$ cat config.mk
export PLATFORM = sky130hd
export DESIGN_NAME = raster_line_run_length_compressor
export DESIGN_NICKNAME = d
export VERILOG_FILES = /design/src/rtl/rlc_pkg.sv /design/src/rtl/rlc_ram.sv /design/src/rtl/rlc_coder.sv /design/src/rtl/rlc_emitter.sv /design/src/rtl/raster_line_run_length_compressor.sv
export VERILOG_INCLUDE_DIRS = /design/src /design/src/rtl
export SDC_FILE = /design/constraint.sdc
export NUM_CORES = 2
export LEC_CHECK = 0
export BUFFER_PORTS_ARGS = -buffer_cell sky130_fd_sc_hd__buf_2
export CAP_MARGIN = 20
export CORE_MARGIN = 2
export CORE_UTILIZATION = 40
export DETAILED_ROUTE_END_ITERATION = 7
export SLEW_MARGIN = 15
export SYNTH_ARGS = -nofsm -noshare
export SYNTH_HDL_FRONTEND = slang
export SYNTH_SLANG_ARGS = --single-unit
$ cat constraint.sdc
create_clock -name clk -period 16.8 [get_ports clk]
set_clock_uncertainty 0.2 [all_clocks]
set_input_delay 3.36 -clock clk [delete_from_list [all_inputs] [get_ports clk]]
set_output_delay 3.36 -clock clk [all_outputs]
set_load 0.02 [all_outputs]
$ cat src/rtl/raster_line_run_length_compressor_assert.svh
// Assertion macros for the raster line run-length compressor
`ifndef RASTER_LINE_RUN_LENGTH_COMPRESSOR_ASSERT_SVH
`define RASTER_LINE_RUN_LENGTH_COMPRESSOR_ASSERT_SVH
`ifndef SYNTHESIS
`define RLC_ASSERT_IMP(label, clk, rst_n, ante, cons) \
    label: assert property (@(posedge clk) disable iff (!rst_n) (ante) |-> (cons)) \
        else $error("rlc assertion failed");
`define RLC_ASSERT_NXT(label, clk, rst_n, ante, cons) \
    label: assert property (@(posedge clk) disable iff (!rst_n) (ante) |=> (cons)) \
        else $error("rlc assertion failed");
`else
`define RLC_ASSERT_IMP(label, clk, rst_n, ante, cons)
`define RLC_ASSERT_NXT(label, clk, rst_n, ante, cons)
`endif
`endif

$ cat src/rtl/rlc_pkg.sv
// Shared types and constants of the raster line run-length compressor
package rlc_pkg;

    localparam logic [1:0] MODE_RLE      = 2'd1;
    localparam logic [1:0] MODE_PACKBITS = 2'd2;

    localparam logic [8:0] REPEAT_LIMIT  = 9'd127;
    localparam logic [8:0] REPEAT_BASE   = 9'd257;
    localparam logic [7:0] LITERAL_HDR_0 = 8'h00;

    localparam int LEN_W     = 15;
    localparam int K_W       = 6;
    localparam int LIT_CNT_W = 7;

    typedef enum logic [1:0] {
        PH_IDLE,
        PH_ONE,
        PH_REP,
        PH_LIT
    } phase_t;

    typedef enum logic [1:0] {
        FL_IDLE,
        FL_FETCH,
        FL_EMIT
    } flush_state_t;

    typedef struct packed {
        logic [7:0] data_byte;
        logic       last_byte;
    } in_item_t;

    typedef struct packed {
        logic [7:0]       out_byte_a;
        logic [7:0]       out_byte_b;
        logic [7:0]       out_byte_c;
        logic [7:0]       out_byte_d;
        logic [2:0]       out_count;
        logic             line_done;
        logic [LEN_W-1:0] line_out_length;
    } out_item_t;

    // One accepted byte's work, handed from the coder to the emitter
    typedef struct packed {
        logic                 push;
        logic                 flush;
        logic [3:0][7:0]      bytes;
        logic [2:0]           count;
        logic                 last;
        logic [LEN_W-1:0]     total;
        logic [LIT_CNT_W-1:0] lit_count;
        logic [7:0]           lit_first;
    } job_t;

endpackage

$ cat src/rtl/rlc_ram.sv
// Generic single-port-write, registered-read RAM
module rlc_ram #(
    parameter int WIDTH = 8,
    parameter int DEPTH = 32
) (
    input  logic                                   clk,
    input  logic                                   wr_en,
    input  logic [((DEPTH > 1) ? $clog2(DEPTH) : 1)-1:0] wr_addr,
    input  logic [WIDTH-1:0]                       wr_data,
    input  logic                                   rd_en,
    input  logic [((DEPTH > 1) ? $clog2(DEPTH) : 1)-1:0] rd_addr,
    output logic [WIDTH-1:0]                       rd_data
);

    logic [WIDTH-1:0] mem_reg [DEPTH];
    logic [WIDTH-1:0] rd_data_reg;

    always_ff @(posedge clk)
    begin
        if (wr_en)
        begin
            mem_reg[wr_addr] <= wr_data;
        end
        if (rd_en)
        begin
            rd_data_reg <= mem_reg[rd_addr];
        end
    end

    assign rd_data = rd_data_reg;

endmodule

$ cat src/rtl/rlc_coder.sv
// Coder: mode register, run state and per-byte compression decision
module rlc_coder #(
    parameter int MAX_LINE_BYTES = 8192,
    parameter int LITERAL_LIMIT  = 127,
    parameter int RLE_LIMIT      = 256
) (
    input  logic              clk,
    input  logic              rst_n,
    input  logic              cfg_valid,
    input  logic [1:0]        cfg_data,
    input  logic              item_valid,
    input  logic              item_ready,
    input  rlc_pkg::in_item_t item,
    output rlc_pkg::job_t     job,
    output logic              mem_wr_en,
    output logic [((((LITERAL_LIMIT + 4) / 4) > 1) ? $clog2((LITERAL_LIMIT + 4) / 4) : 1) + 1:0]
                              mem_wr_pos,
    output logic [7:0]        mem_wr_data
);
    import rlc_pkg::*;

    localparam int ROWS    = (LITERAL_LIMIT + 4) / 4;
    localparam int ROW_W   = (ROWS > 1) ? $clog2(ROWS) : 1;
    localparam int POS_W   = ROW_W + 2;
    localparam int CAP_RAW = 2 * MAX_LINE_BYTES + 2;
    localparam int CAP_INT = (CAP_RAW > 32767) ? 32767 : CAP_RAW;
    localparam logic [15:0] CAP     = 16'(CAP_INT);
    localparam logic [8:0]  RLE_MAX = 9'(RLE_LIMIT);
    localparam logic [8:0]  LIT_MAX = 9'(LITERAL_LIMIT);

    typedef struct packed {
        logic [3:0][7:0] bytes;
        logic [2:0]      cnt;
        logic [7:0]      held;
        logic [8:0]      run;
        phase_t          phase;
        logic [7:0]      first;
    } step_t;

    logic [1:0]       mode_reg,  mode_next;
    logic [7:0]       held_reg,  held_next;
    logic [8:0]       run_reg,   run_next;
    phase_t           phase_reg, phase_next;
    logic [LEN_W-1:0] total_reg, total_next;
    logic [7:0]       first_reg, first_next;

    logic                 accept;
    logic                 flush;
    logic                 lit_wr;
    logic [LIT_CNT_W-1:0] lit_n;
    logic [7:0]           olen;
    logic [15:0]          sum;
    logic [LEN_W-1:0]     total_new;
    step_t                res;

    function automatic step_t pb_start(input logic [7:0] x, input logic last, input step_t cur);
        step_t s;
        s       = cur;
        s.bytes = '0;
        s.cnt   = 3'd0;
        if (last)
        begin
            s.bytes[0] = LITERAL_HDR_0;
            s.bytes[1] = x;
            s.cnt      = 3'd2;
            s.phase    = PH_IDLE;
        end
        else
        begin
            s.held  = x;
            s.run   = 9'd1;
            s.phase = PH_ONE;
        end
        return s;
    endfunction

    function automatic step_t pb_one(input logic [7:0] x, input logic last, input step_t cur);
        step_t s;
        s       = cur;
        s.bytes = '0;
        s.cnt   = 3'd0;
        if (x == cur.held)
        begin
            if (last)
            begin
                s.bytes[0] = 8'(REPEAT_BASE - 9'd2);
                s.bytes[1] = x;
                s.cnt      = 3'd2;
                s.phase    = PH_IDLE;
            end
            else
            begin
                s.run   = 9'd2;
                s.phase = PH_REP;
            end
        end
        else if (last)
        begin
            s.bytes[0] = LITERAL_HDR_0;
            s.bytes[1] = cur.held;
            s.bytes[2] = LITERAL_HDR_0;
            s.bytes[3] = x;
            s.cnt      = 3'd4;
            s.phase    = PH_IDLE;
        end
        else
        begin
            // first literal byte lives in a register, the rest in memory
            s.first = cur.held;
            s.run   = 9'd1;
            s.held  = x;
            s.phase = PH_LIT;
        end
        return s;
    endfunction

    assign accept = item_valid && item_ready;

    always_comb
    begin
        step_t cur;
        step_t t;
        logic [7:0] x;
        logic       last;

        x         = item.data_byte;
        last      = item.last_byte;
        cur.bytes = '0;
        cur.cnt   = 3'd0;
        cur.held  = held_reg;
        cur.run   = run_reg;
        cur.phase = phase_reg;
        cur.first = first_reg;
        res       = cur;
        t         = cur;
        flush     = 1'b0;
        lit_wr    = 1'b0;
        lit_n     = '0;

        unique case (mode_reg)
            MODE_RLE:
            begin
                if (phase_reg == PH_IDLE)
                begin
                    res.held  = x;
                    res.run   = 9'd1;
                    res.phase = PH_ONE;
                end
                else if (x == held_reg && run_reg < RLE_MAX)
                begin
                    res.run = run_reg + 9'd1;
                end
                else
                begin
                    res.bytes[0] = 8'(run_reg - 9'd1);
                    res.bytes[1] = held_reg;
                    res.cnt      = 3'd2;
                    res.held     = x;
                    res.run      = 9'd1;
                end
                if (last)
                begin
                    if (res.cnt == 3'd0)
                    begin
                        res.bytes[0] = 8'(res.run - 9'd1);
                        res.bytes[1] = res.held;
                        res.cnt      = 3'd2;
                    end
                    else
                    begin
                        res.bytes[2] = 8'(res.run - 9'd1);
                        res.bytes[3] = res.held;
                        res.cnt      = 3'd4;
                    end
                    res.phase = PH_IDLE;
                end
            end
            MODE_PACKBITS:
            begin
                unique case (phase_reg)
                    PH_ONE:
                    begin
                        res = pb_one(x, last, cur);
                    end
                    PH_REP:
                    begin
                        if (x == held_reg && run_reg < REPEAT_LIMIT)
                        begin
                            res.run = run_reg + 9'd1;
                            if (last)
                            begin
                                res.bytes[0] = 8'(REPEAT_BASE - res.run);
                                res.bytes[1] = x;
                                res.cnt      = 3'd2;
                                res.phase    = PH_IDLE;
                            end
                        end
                        else
                        begin
                            t         = pb_start(x, last, cur);
                            res       = t;
                            res.bytes = {t.bytes[1], t.bytes[0], held_reg,
                                         8'(REPEAT_BASE - run_reg)};
                            res.cnt   = t.cnt + 3'd2;
                        end
                    end
                    PH_LIT:
                    begin
                        if (x != held_reg && run_reg < LIT_MAX)
                        begin
                            lit_wr   = 1'b1;
                            res.run  = run_reg + 9'd1;
                            res.held = x;
                            if (last)
                            begin
                                flush        = 1'b1;
                                lit_n        = res.run[LIT_CNT_W-1:0];
                                res.bytes[0] = LITERAL_HDR_0;
                                res.bytes[1] = x;
                                res.cnt      = 3'd2;
                                res.phase    = PH_IDLE;
                            end
                        end
                        else
                        begin
                            flush = 1'b1;
                            lit_n = run_reg[LIT_CNT_W-1:0];
                            res   = pb_one(x, last, cur);
                        end
                    end
                    default:
                    begin
                        res = pb_start(x, last, cur);
                    end
                endcase
            end
            default:
            begin
                res.bytes[0] = x;
                res.cnt      = 3'd1;
            end
        endcase

        olen = flush ? (8'd1 + {1'b0, lit_n} + {5'd0, res.cnt}) : {5'd0, res.cnt};
        sum  = {1'b0, total_reg} + {8'd0, olen};
        total_new = (sum > CAP) ? CAP[LEN_W-1:0] : sum[LEN_W-1:0];

        job.push      = accept;
        job.flush     = flush;
        job.bytes     = res.bytes;
        job.count     = res.cnt;
        job.last      = last;
        job.total     = total_new;
        job.lit_count = lit_n;
        job.lit_first = first_reg;
    end

    assign mem_wr_en   = accept && lit_wr;
    assign mem_wr_pos  = POS_W'(run_reg + 9'd1);
    assign mem_wr_data = held_reg;

    always_comb
    begin
        mode_next  = mode_reg;
        held_next  = held_reg;
        run_next   = run_reg;
        phase_next = phase_reg;
        total_next = total_reg;
        first_next = first_reg;
        if (cfg_valid)
        begin
            // a mode write abandons the line in progress
            mode_next  = cfg_data;
            held_next  = 8'd0;
            run_next   = 9'd0;
            phase_next = PH_IDLE;
            total_next = '0;
        end
        else if (accept)
        begin
            first_next = res.first;
            if (item.last_byte)
            begin
                held_next  = 8'd0;
                run_next   = 9'd0;
                phase_next = PH_IDLE;
                total_next = '0;
            end
            else
            begin
                held_next  = res.held;
                run_next   = res.run;
                phase_next = res.phase;
                total_next = total_new;
            end
        end
    end

    always_ff @(posedge clk or negedge rst_n)
    begin
        if (!rst_n)
        begin
            mode_reg  <= 2'd0;
            held_reg  <= 8'd0;
            run_reg   <= 9'd0;
            phase_reg <= PH_IDLE;
            total_reg <= '0;
        end
        else
        begin
            mode_reg  <= mode_next;
            held_reg  <= held_next;
            run_reg   <= run_next;
            phase_reg <= phase_next;
            total_reg <= total_next;
        end
    end

    always_ff @(posedge clk)
    begin
        first_reg <= first_next;
    end

endmodule

$ cat src/rtl/rlc_emitter.sv
// Emitter: literal flush sequencer over the store and two-entry result queue
module rlc_emitter #(
    parameter int LITERAL_LIMIT = 127
) (
    input  logic               clk,
    input  logic               rst_n,
    input  rlc_pkg::job_t      job,
    output logic               item_ready,
    output logic               rd_en,
    output logic [((((LITERAL_LIMIT + 4) / 4) > 1) ? $clog2((LITERAL_LIMIT + 4) / 4) : 1)-1:0]
                               rd_row,
    input  logic [3:0][7:0]    rd_data,
    output logic               result_valid,
    input  logic               result_ready,
    output rlc_pkg::out_item_t result
);
    import rlc_pkg::*;

    localparam int ROWS  = (LITERAL_LIMIT + 4) / 4;
    localparam int ROW_W = (ROWS > 1) ? $clog2(ROWS) : 1;

    flush_state_t state_reg, state_next;
    logic [K_W-1:0] k_reg, k_next;

    logic [LIT_CNT_W-1:0] fl_n_reg;
    logic [7:0]           fl_first_reg;
    logic [3:0][7:0]      fl_tail_reg;
    logic [2:0]           fl_tail_cnt_reg;
    logic                 fl_last_reg;
    logic [LEN_W-1:0]     fl_total_reg;
    logic [7:0]           fl_t_reg;
    logic [K_W-1:0]       fl_last_k_reg;

    logic [7:0] start_t;
    logic [7:0] start_t_m1;
    logic       start;

    out_item_t  q_slot_reg [2];
    logic [1:0] q_cnt_reg;
    logic       q_head_reg;
    logic       q_tail;
    logic       deq;
    logic       can_enq;
    logic       flush_enq;
    logic       direct_enq;
    logic       enq;
    out_item_t  flush_item;
    out_item_t  direct_item;
    out_item_t  enq_item;

    assign start      = job.push && job.flush;
    assign start_t    = 8'd1 + {1'b0, job.lit_count} + {5'd0, job.count};
    assign start_t_m1 = start_t - 8'd1;

    assign result_valid = (q_cnt_reg != 2'd0);
    assign result       = q_slot_reg[q_head_reg];
    assign deq          = result_valid && result_ready;
    assign can_enq      = (q_cnt_reg != 2'd2) || deq;
    assign item_ready   = (state_reg == FL_IDLE) && (q_cnt_reg != 2'd2);

    always_comb
    begin
        state_next = state_reg;
        k_next     = k_reg;
        rd_en      = 1'b0;
        rd_row     = k_reg[ROW_W-1:0];
        flush_enq  = 1'b0;
        unique case (state_reg)
            FL_IDLE:
            begin
                if (start)
                begin
                    state_next = FL_FETCH;
                    k_next     = '0;
                end
            end
            FL_FETCH:
            begin
                rd_en      = 1'b1;
                state_next = FL_EMIT;
            end
            FL_EMIT:
            begin
                if (can_enq)
                begin
                    flush_enq = 1'b1;
                    if (k_reg == fl_last_k_reg)
                    begin
                        state_next = FL_IDLE;
                    end
                    else
                    begin
                        // advance and fetch the next row while this one goes out
                        k_next = k_reg + 1'b1;
                        rd_en  = 1'b1;
                        rd_row = k_next[ROW_W-1:0];
                    end
                end
            end
            default:
            begin
                state_next = FL_IDLE;
            end
        endcase
    end

    // Byte p of the flush: header, first literal, stored literals, then the tail
    always_comb
    begin
        logic [3:0][7:0] lane;
        logic [7:0]      p;
        logic [7:0]      off;
        logic [2:0]      cnt;
        logic            done;

        lane = '0;
        cnt  = 3'd0;
        for (int j = 0; j < 4; j++)
        begin
            p   = {k_reg, 2'(j)};
            off = p - {1'b0, fl_n_reg} - 8'd1;
            if (p == 8'd0)
            begin
                lane[j] = {1'b0, fl_n_reg} - 8'd1;
            end
            else if (p == 8'd1)
            begin
                lane[j] = fl_first_reg;
            end
            else if (p <= {1'b0, fl_n_reg})
            begin
                lane[j] = rd_data[j];
            end
            else if (off < {5'd0, fl_tail_cnt_reg})
            begin
                lane[j] = fl_tail_reg[off[1:0]];
            end
            if (p < fl_t_reg)
            begin
                cnt = cnt + 3'd1;
            end
        end
        done = fl_last_reg && (k_reg == fl_last_k_reg);
        flush_item.out_byte_a      = lane[0];
        flush_item.out_byte_b      = lane[1];
        flush_item.out_byte_c      = lane[2];
        flush_item.out_byte_d      = lane[3];
        flush_item.out_count       = cnt;
        flush_item.line_done       = done;
        flush_item.line_out_length = done ? fl_total_reg : '0;
    end

    always_comb
    begin
        direct_item.out_byte_a      = job.bytes[0];
        direct_item.out_byte_b      = job.bytes[1];
        direct_item.out_byte_c      = job.bytes[2];
        direct_item.out_byte_d      = job.bytes[3];
        direct_item.out_count       = job.count;
        direct_item.line_done       = job.last;
        direct_item.line_out_length = job.last ? job.total : '0;
    end

    assign direct_enq = job.push && !job.flush && ((job.count != 3'd0) || job.last);
    assign enq        = direct_enq || flush_enq;
    assign enq_item   = flush_enq ? flush_item : direct_item;
    assign q_tail     = q_head_reg ^ (q_cnt_reg == 2'd1);

    always_ff @(posedge clk or negedge rst_n)
    begin
        if (!rst_n)
        begin
            state_reg  <= FL_IDLE;
            k_reg      <= '0;
            q_cnt_reg  <= 2'd0;
            q_head_reg <= 1'b0;
        end
        else
        begin
            state_reg  <= state_next;
            k_reg      <= k_next;
            q_cnt_reg  <= q_cnt_reg + {1'b0, enq} - {1'b0, deq};
            q_head_reg <= q_head_reg ^ deq;
        end
    end

    always_ff @(posedge clk)
    begin
        if (enq)
        begin
            q_slot_reg[q_tail] <= enq_item;
        end
        if (start && (state_reg == FL_IDLE))
        begin
            fl_n_reg        <= job.lit_count;
            fl_first_reg    <= job.lit_first;
            fl_tail_reg     <= job.bytes;
            fl_tail_cnt_reg <= job.count;
            fl_last_reg     <= job.last;
            fl_total_reg    <= job.total;
            fl_t_reg        <= start_t;
            fl_last_k_reg   <= start_t_m1[7:2];
        end
    end

endmodule

$ cat src/rtl/raster_line_run_length_compressor.sv
// Top level of the raster line run-length compressor
// A byte's result, if any, is registered in the result queue; a literal flush goes through FL_FETCH
// and FL_EMIT, then gives one four-byte result a cycle while the queue has room.
// Input takes one byte a cycle while the queue has room and no flush runs; a flush holds input
// until FL_EMIT has sent its last row, read one row a cycle from the four literal store banks.
// Reset clears mode, run state, line total, flush sequencer and queue; no store clearing.
`include "raster_line_run_length_compressor_assert.svh"
module raster_line_run_length_compressor #(
    parameter int MAX_LINE_BYTES = 8192,
    parameter int LITERAL_LIMIT  = 127,
    parameter int RLE_LIMIT      = 256
) (
    input  logic               clk,
    input  logic               rst_n,
    input  logic               cfg_valid,
    output logic               cfg_ready,
    input  logic [1:0]         cfg_data,
    input  logic               item_valid,
    output logic               item_ready,
    input  rlc_pkg::in_item_t  item,
    output logic               result_valid,
    input  logic               result_ready,
    output rlc_pkg::out_item_t result
);
    import rlc_pkg::*;

    localparam int ROWS  = (LITERAL_LIMIT + 4) / 4;
    localparam int ROW_W = (ROWS > 1) ? $clog2(ROWS) : 1;
    localparam int POS_W = ROW_W + 2;

    job_t             job;
    logic             mem_wr_en;
    logic [POS_W-1:0] mem_wr_pos;
    logic [7:0]       mem_wr_data;
    logic             rd_en;
    logic [ROW_W-1:0] rd_row;
    logic [3:0][7:0]  rd_data;

    assign cfg_ready = 1'b1;

    rlc_coder #(
        .MAX_LINE_BYTES (MAX_LINE_BYTES),
        .LITERAL_LIMIT  (LITERAL_LIMIT),
        .RLE_LIMIT      (RLE_LIMIT)
    ) u_coder (
        .clk         (clk),
        .rst_n       (rst_n),
        .cfg_valid   (cfg_valid),
        .cfg_data    (cfg_data),
        .item_valid  (item_valid),
        .item_ready  (item_ready),
        .item        (item),
        .job         (job),
        .mem_wr_en   (mem_wr_en),
        .mem_wr_pos  (mem_wr_pos),
        .mem_wr_data (mem_wr_data)
    );

    // Literal store: one bank per byte lane, a row holds four flush positions
    for (genvar b = 0; b < 4; b++)
    begin : g_bank
        rlc_ram #(
            .WIDTH (8),
            .DEPTH (ROWS)
        ) u_bank (
            .clk     (clk),
            .wr_en   (mem_wr_en && (mem_wr_pos[1:0] == 2'(b))),
            .wr_addr (mem_wr_pos[POS_W-1:2]),
            .wr_data (mem_wr_data),
            .rd_en   (rd_en),
            .rd_addr (rd_row),
            .rd_data (rd_data[b])
        );
    end

    rlc_emitter #(
        .LITERAL_LIMIT (LITERAL_LIMIT)
    ) u_emitter (
        .clk          (clk),
        .rst_n        (rst_n),
        .job          (job),
        .item_ready   (item_ready),
        .rd_en        (rd_en),
        .rd_row       (rd_row),
        .rd_data      (rd_data),
        .result_valid (result_valid),
        .result_ready (result_ready),
        .result       (result)
    );

    `RLC_ASSERT_IMP(a_store_port_split, clk, rst_n, 1'b1, !(mem_wr_en && rd_en))
    `RLC_ASSERT_NXT(a_flush_fetches, clk, rst_n, job.push && job.flush, rd_en)
    `RLC_ASSERT_IMP(a_done_has_bytes, clk, rst_n, result_valid && result.line_done, result.out_count != 3'd0)
    `RLC_ASSERT_IMP(a_length_with_done, clk, rst_n, result_valid && !result.line_done, result.line_out_length == 15'd0)

endmodule

Yosys cells after proc, flatten, opt, wreduce, memory -nomap -nowiden
Memories as Yosys holds them, arrays and structs flattened. A register that Yosys moved wholly into a read port is not among the register bits.
Index checks and enable logic that the tools add are counted.
{"block": "totals", "out_inout_bits": 54, "n_memories": 5, "input_bits": 16, "wordCells": 250, "ram_bits": 1126, "regBits": 135}
{"block": "classes", "n_eq_ne": 22, "n_reduce_logical": 37, "bitwise_logic": 4, "n_addsub": 25, "mux": 117, "magnitude_cmp": 19}
{"memory": "g_bank[0].u_bank.mem_reg", "words": 32, "width": 8, "read_ports": 1, "rd_ports_with_merged_regs": 1, "wr": 1, "line": "rlc_ram.sv:15", "rtl": "logic [WIDTH-1:0] mem_reg [DEPTH];"}
{"memory": "g_bank[1].u_bank.mem_reg", "words": 32, "width": 8, "read_ports": 1, "rd_ports_with_merged_regs": 1, "wr": 1, "line": "rlc_ram.sv:15"}
{"memory": "g_bank[2].u_bank.mem_reg", "words": 32, "width": 8, "read_ports": 1, "rd_ports_with_merged_regs": 1, "wr": 1, "line": "rlc_ram.sv:15"}
{"memory": "g_bank[3].u_bank.mem_reg", "words": 32, "width": 8, "read_ports": 1, "rd_ports_with_merged_regs": 1, "wr": 1, "line": "rlc_ram.sv:15"}
{"memory": "u_emitter.q_slot_reg", "words": 2, "width": 51, "read_ports": 1, "rd_ports_with_merged_regs": 0, "wr": 1, "line": "rlc_emitter.sv:38", "rtl": "out_item_t q_slot_reg [2];"}
{"operator": "19-bit two-way mux", "n": 10}
{"operator": "62-bit case mux with 3 select lines", "n": 1}
{"operator": "8-bit two-way mux", "n": 23}
{"operator": "15-bit two-way mux", "n": 6}
{"operator": "16-bit two-way mux", "n": 5}
{"operator": "35-bit two-way mux", "n": 2}
{"operator": "8-bit binary-select mux with 2-bit select", "n": 4}
{"operator": "8-bit by 1-bit subtractor with 8-bit output, second input constant", "n": 7}
{"operator": "17-bit two-way mux", "n": 3}
{"operator": "51-bit two-way mux", "n": 1}
{"operator": "24-bit case mux with 2 select lines", "n": 1}
{"operator": "9-bit two-way mux", "n": 5}
{"operator": "38-bit two-way mux", "n": 1}
{"operator": "19-bit case mux with 2 select lines", "n": 1}
{"operator": "8-bit by 7-bit <= comparator with 1-bit output", "n": 4}
{"operator": "8-bit by 3-bit < comparator with 1-bit output", "n": 4}
{"operator": "8-bit < comparator", "n": 4}
{"operator": "8-bit by 7-bit subtractor with 8-bit output", "n": 4}
{"operator": "7-bit two-way mux", "n": 4}
{"operator": "27-bit two-way mux", "n": 1}
{"operator": "1-bit two-way mux", "n": 23}
{"operator": "11-bit two-way mux", "n": 2}
{"operator": "11-bit case mux with 2 select lines", "n": 1}
{"operator": "2-bit two-way mux", "n": 10}
{"operator": "other kinds (46)", "n": 97}

Logic depth before layout (Yosys ltp)
{"block": "logic_depth", "word_depth": 17, "mapped_depth": 29, "ltp_nobuf": 25}

Hierarchy
A second synthesis with hierarchy kept.
{"block": "unflattened", "hier_cells": 3061, "area_unflattened_um2": 55498.2}
{"mod": "rlc_ram", "n_inst": 4, "area_each_um2": 10133.5, "cells_per_inst": 417, "seq_area_each_um2": 7927.6}
{"mod": "rlc_emitter", "n_inst": 1, "area_each_um2": 10256.1, "cells_per_inst": 801, "seq_area_each_um2": 5740.5}
{"mod": "rlc_coder", "n_inst": 1, "area_each_um2": 4659.5, "cells_per_inst": 586, "seq_area_each_um2": 1141.1}
{"mod": "raster_line_run_length_compressor", "n_inst": 1, "area_each_um2": 48.8, "cells_per_inst": 6, "seq_area_each_um2": 0.0}

Worst setup path after synthesis
No wires, ideal clock.
{"block": "synth_timing", "path_kind": "input to register", "start": "in item[5] (netlist bit)", "end": "mem u_emitter.q_slot_reg[0][10] (netlist bit) (data pin)", "path_slack_ps": 7929, "t_required_ps": 16325, "cell_stages": 24, "setup_ps": 275, "n_path_buf": 1, "arrival_time_ps": 8396, "path_cell_list": "xnor2_1 > nand4_1 > nor3_2 > nor2_1 > ha_1 > nand2_1 > and3_1 > a221oi_4 > xor2_1 > ha_1 > a21oi_1 > xnor2_1 > mux2_2 > ha_1 > nor2b_1 > o21a_1 > o21ai_0 > a211oi_1 > and3_1 > a31oi_2 > o31a_1 > buf_2 > or2_0 > o21ai_0"}
{"element": "start, declared", "line": "raster_line_run_length_compressor.sv:20", "rtl": "input rlc_pkg::in_item_t item,"}
{"element": "end, declared", "line": "rlc_emitter.sv:38"}

==> reports/results.ini <==
[setup_path]
start_kind=input port
timing.rr.start=u_coder.mem_wr_data[5]
cp-end-kind=register
arrival_ps=10160
r2r_end=u_emitter.q_slot_reg[1][12]
timing_worst_setup_path_type=input port to register
reg2regPathDepth=23
reg2reg_slack_ps=8640
cp_max_fo=18
required_ps=17080

[sta]
fin_ws_ps=6927
setup_viol=0
fin_crit_ps=9873
maxSlewViolCount=0
rsz0062_at_grt=false
setup-tns-final_ps=0
max_slew_margin_pct=14.55
min_period_over_period_pct=58.77
hold_viol_final=0
max_freq_ghz=0.1013
tightest_slew_ps=1282

[clocking]
cts_tree=done
cts_buffers=134
h-tree-depth=4
cts_resized=0
cts_sinks=1293
cts_hold_buf=0
cts_setup_buffers=0
cts_buffer_depth=3
cts_root_buf=clkbuf_16
clkLatencyLatePin_ps=780
clk_pin_slew_ps=60

[grt]
antenna_found_initial=3
grt_usage_pct=19.48
grt.overflow.total=0
grt_pass1_vias=29520
grt_max_degree=109
grt_first_pass_wirelength_um=202100

[route]
ant_nets=0
vias=29670
first_iter_violations=2934
routed_via_density=5.719
wire_per_inst_um=26.50
wl_um=137500
drt_pass1_iterations=6
drcViolationCount=0

[finish]
n_fill_cell=11860
antenna_cells=0
post-route-util_pct=45.16
largest_register_ffs=1024
layout.nets=3365
instances_no_fill=5188
drive_gt1_share_pct=20.21
regArea_um2=38620
area_growth_syn_to_layout_pct=12.25
multiInputGateArea_um2=15690

[power_and_ir_drop]
power.density_nw_per_um2=115.2
ir_drop_mv=0.1157
finalPower_w=0.007133
p_leak_nw=21.72

[job]
cap_violations=0

[floorplan]
start_util_pct=40.23
rows=136
coreArea_um2=137200
die_w_um=375.4
num_io_pins=70
dieArea_um2=140900
die_y_um=375.4

[placement]
io_buffer_count=68
dp.cells=4940
pre_cts_ws_ps=6228
hpwl_um=85360
gp_congestion=0.9011

[logic_synthesis]
ys.flop_type=edfxtp_1
seq_area_frac_synth_pct=69.95
async_flop_share_pct=3.635
yosysWarnings=0
yosysUniqueCellTypes=81
ys_top_cells_by_area=edfxtp_1 (68%), mux4_2 (11%), mux2i_1 (2.1%), dfrtp_1 (2.1%), nor2_1 (1.7%)
synth_cells=3206
synth_edf_count=1246
synth-seq-cells=1293
netlist_area_um2=55170
syn_area_per_cell_um2=17.21
synth_top_cell_by_area=edfxtp_1
synth_top_area_share_pct=67.82

[worst_hold_path]
hold_depth=0
hold_end=u_emitter.fl_first_reg[4]
hold_path_class=register to register
hp-start=u_coder.first_reg[4]

[outcome]
outcome=finished, final reports clean

==> final cells by class <==
class                           count  area share (%)
Sequential cell                  1293           62.36
Tap cell                         1794           3.624
Clock buffer                      164           5.798
Timing Repair Buffer              113           1.200
Clock inverter                     81           1.325
Multi-Input combinational cell   1685           25.34
Inverter                           58          0.3535
==> cells by family (layout without fill, tap and decap cells) <==
logic type,after synthesis,count (layout),share of synthesized area [%]
flops,1293,1293,69.95
simple gates,654,654,5.232
mux,456,456,14.60
compound gates,403,403,5.216
buf+inv,231,416,1.837
xor+xnor,102,102,1.646
fa+ha+maj,65,65,1.513
other cells,2,5,0.01361
==> critical path: stages <==
cell and delay (ps):
buf_2 130, xnor2_1 180, nand4_1 290, nor3_2 560
nor2_1 200, ha_1 320, nand2_1 110, and3_1 260
a221oi_4 490, xor2_1 200, ha_1 210, a21oi_1 60
xnor2_1 180, mux2_2 290, ha_1 330, nor2b_1 140
o21a_1 190, o21ai_0 410, a211oi_1 250, and3_1 250
a31oi_2 460, o31a_1 710, or2_0 390, o21ai_0 160
==> metal layers <==
metal	vias to the layer above	track usage [%]	part of all wire (%)
met1	15450	27.40	43
met4	0	6.365	2.7
met5	-	0	0
met3	198	3.587	6.9
met2	1109	30.73	47
li1	12920	-	-
==> Yosys cell counts, types with 8 or more instances <==
library cell and instances:
nand2_1 226, nor4_1 12, a21oi_1 59, xnor2_1 69, nor2_1 254, a31oi_1 21, ha_1 61, a211oi_1 27
a32o_1 37, a221oi_1 39, clkbuf_1 84, nand4_1 16, buf_4 19, xor2_1 31, nor2b_1 23, and2_1 17
a22o_1 20, buf_1 15, o22ai_1 10, dfrtp_1 47, buf_2 54, edfxtp_1 1246, a22oi_1 24, a21o_1 27
nor3_1 29, o21ai_1 8, mux2i_1 118, mux2_2 64, and3_1 13, mux4_2 272, o21ai_0 73, nand2b_1 12
nand3_1 21, o21a_1 14, inv_1 57
==> worst max path at each step <==
stage / startpoint / to / cells after the start
finish: item[6] / u_emitter.q_slot_reg[1][12] / 24
global route: item[6] / u_emitter.q_slot_reg[1][7] / 26
detailed placement: item[6] / u_emitter.q_slot_reg[1][3] / 24
CTS: item[6] / u_emitter.q_slot_reg[0][3] / 24
floorplan: item[5] / u_emitter.q_slot_reg[0][10] / 24
global placement: item[3] / u_emitter.q_slot_reg[0][3] / 26
==> through the flow <==
| step | hold WS, ps | area, µm² |
|---|---|---|
| floorplan | 225.7 | 55180 |
| global placement | 236.0 | 57470 |
| detailed placement | 241.8 | 57470 |
| CTS | 254.5 | 61880 |
| global route | 264.6 | 61930 |
| finish | 253.9 | 61930 |
==> report_power, final <==
part | total [W] | internal, W | leakage, nW | switching (W)
combinational | 0.000469 | 0.000152 | 6.06 | 0.000318
sequential | 0.00367 | 0.00363 | 13.5 | 0.0000389
clock | 0.00299 | 0.00172 | 2.16 | 0.00127
total | 0.00713 | 0.00550 | 21.7 | 0.00163
==> cell usage in the layout (no fill, tap or decap), types with 24 or more instances in the layout <==
cell,n
inv_1,56
buf_4,40
buf_2,68
mux4_2,272
a32o_1,37
xor2_1,30
clkinv_2,24
ha_1,61
a221oi_1,39
dfrtp_1,38
nor2_1,249
a21o_1,27
clkbuf_16,138
nand2_1,226
mux2_2,64
a22oi_1,24
nor3_1,29
a211oi_1,27
clkinv_1,32
mux2i_1,117
edfxtp_1,1246
a21oi_1,58
xnor2_1,68
o21ai_0,73
No activity file was read; power rests on OpenSTA's default activity.
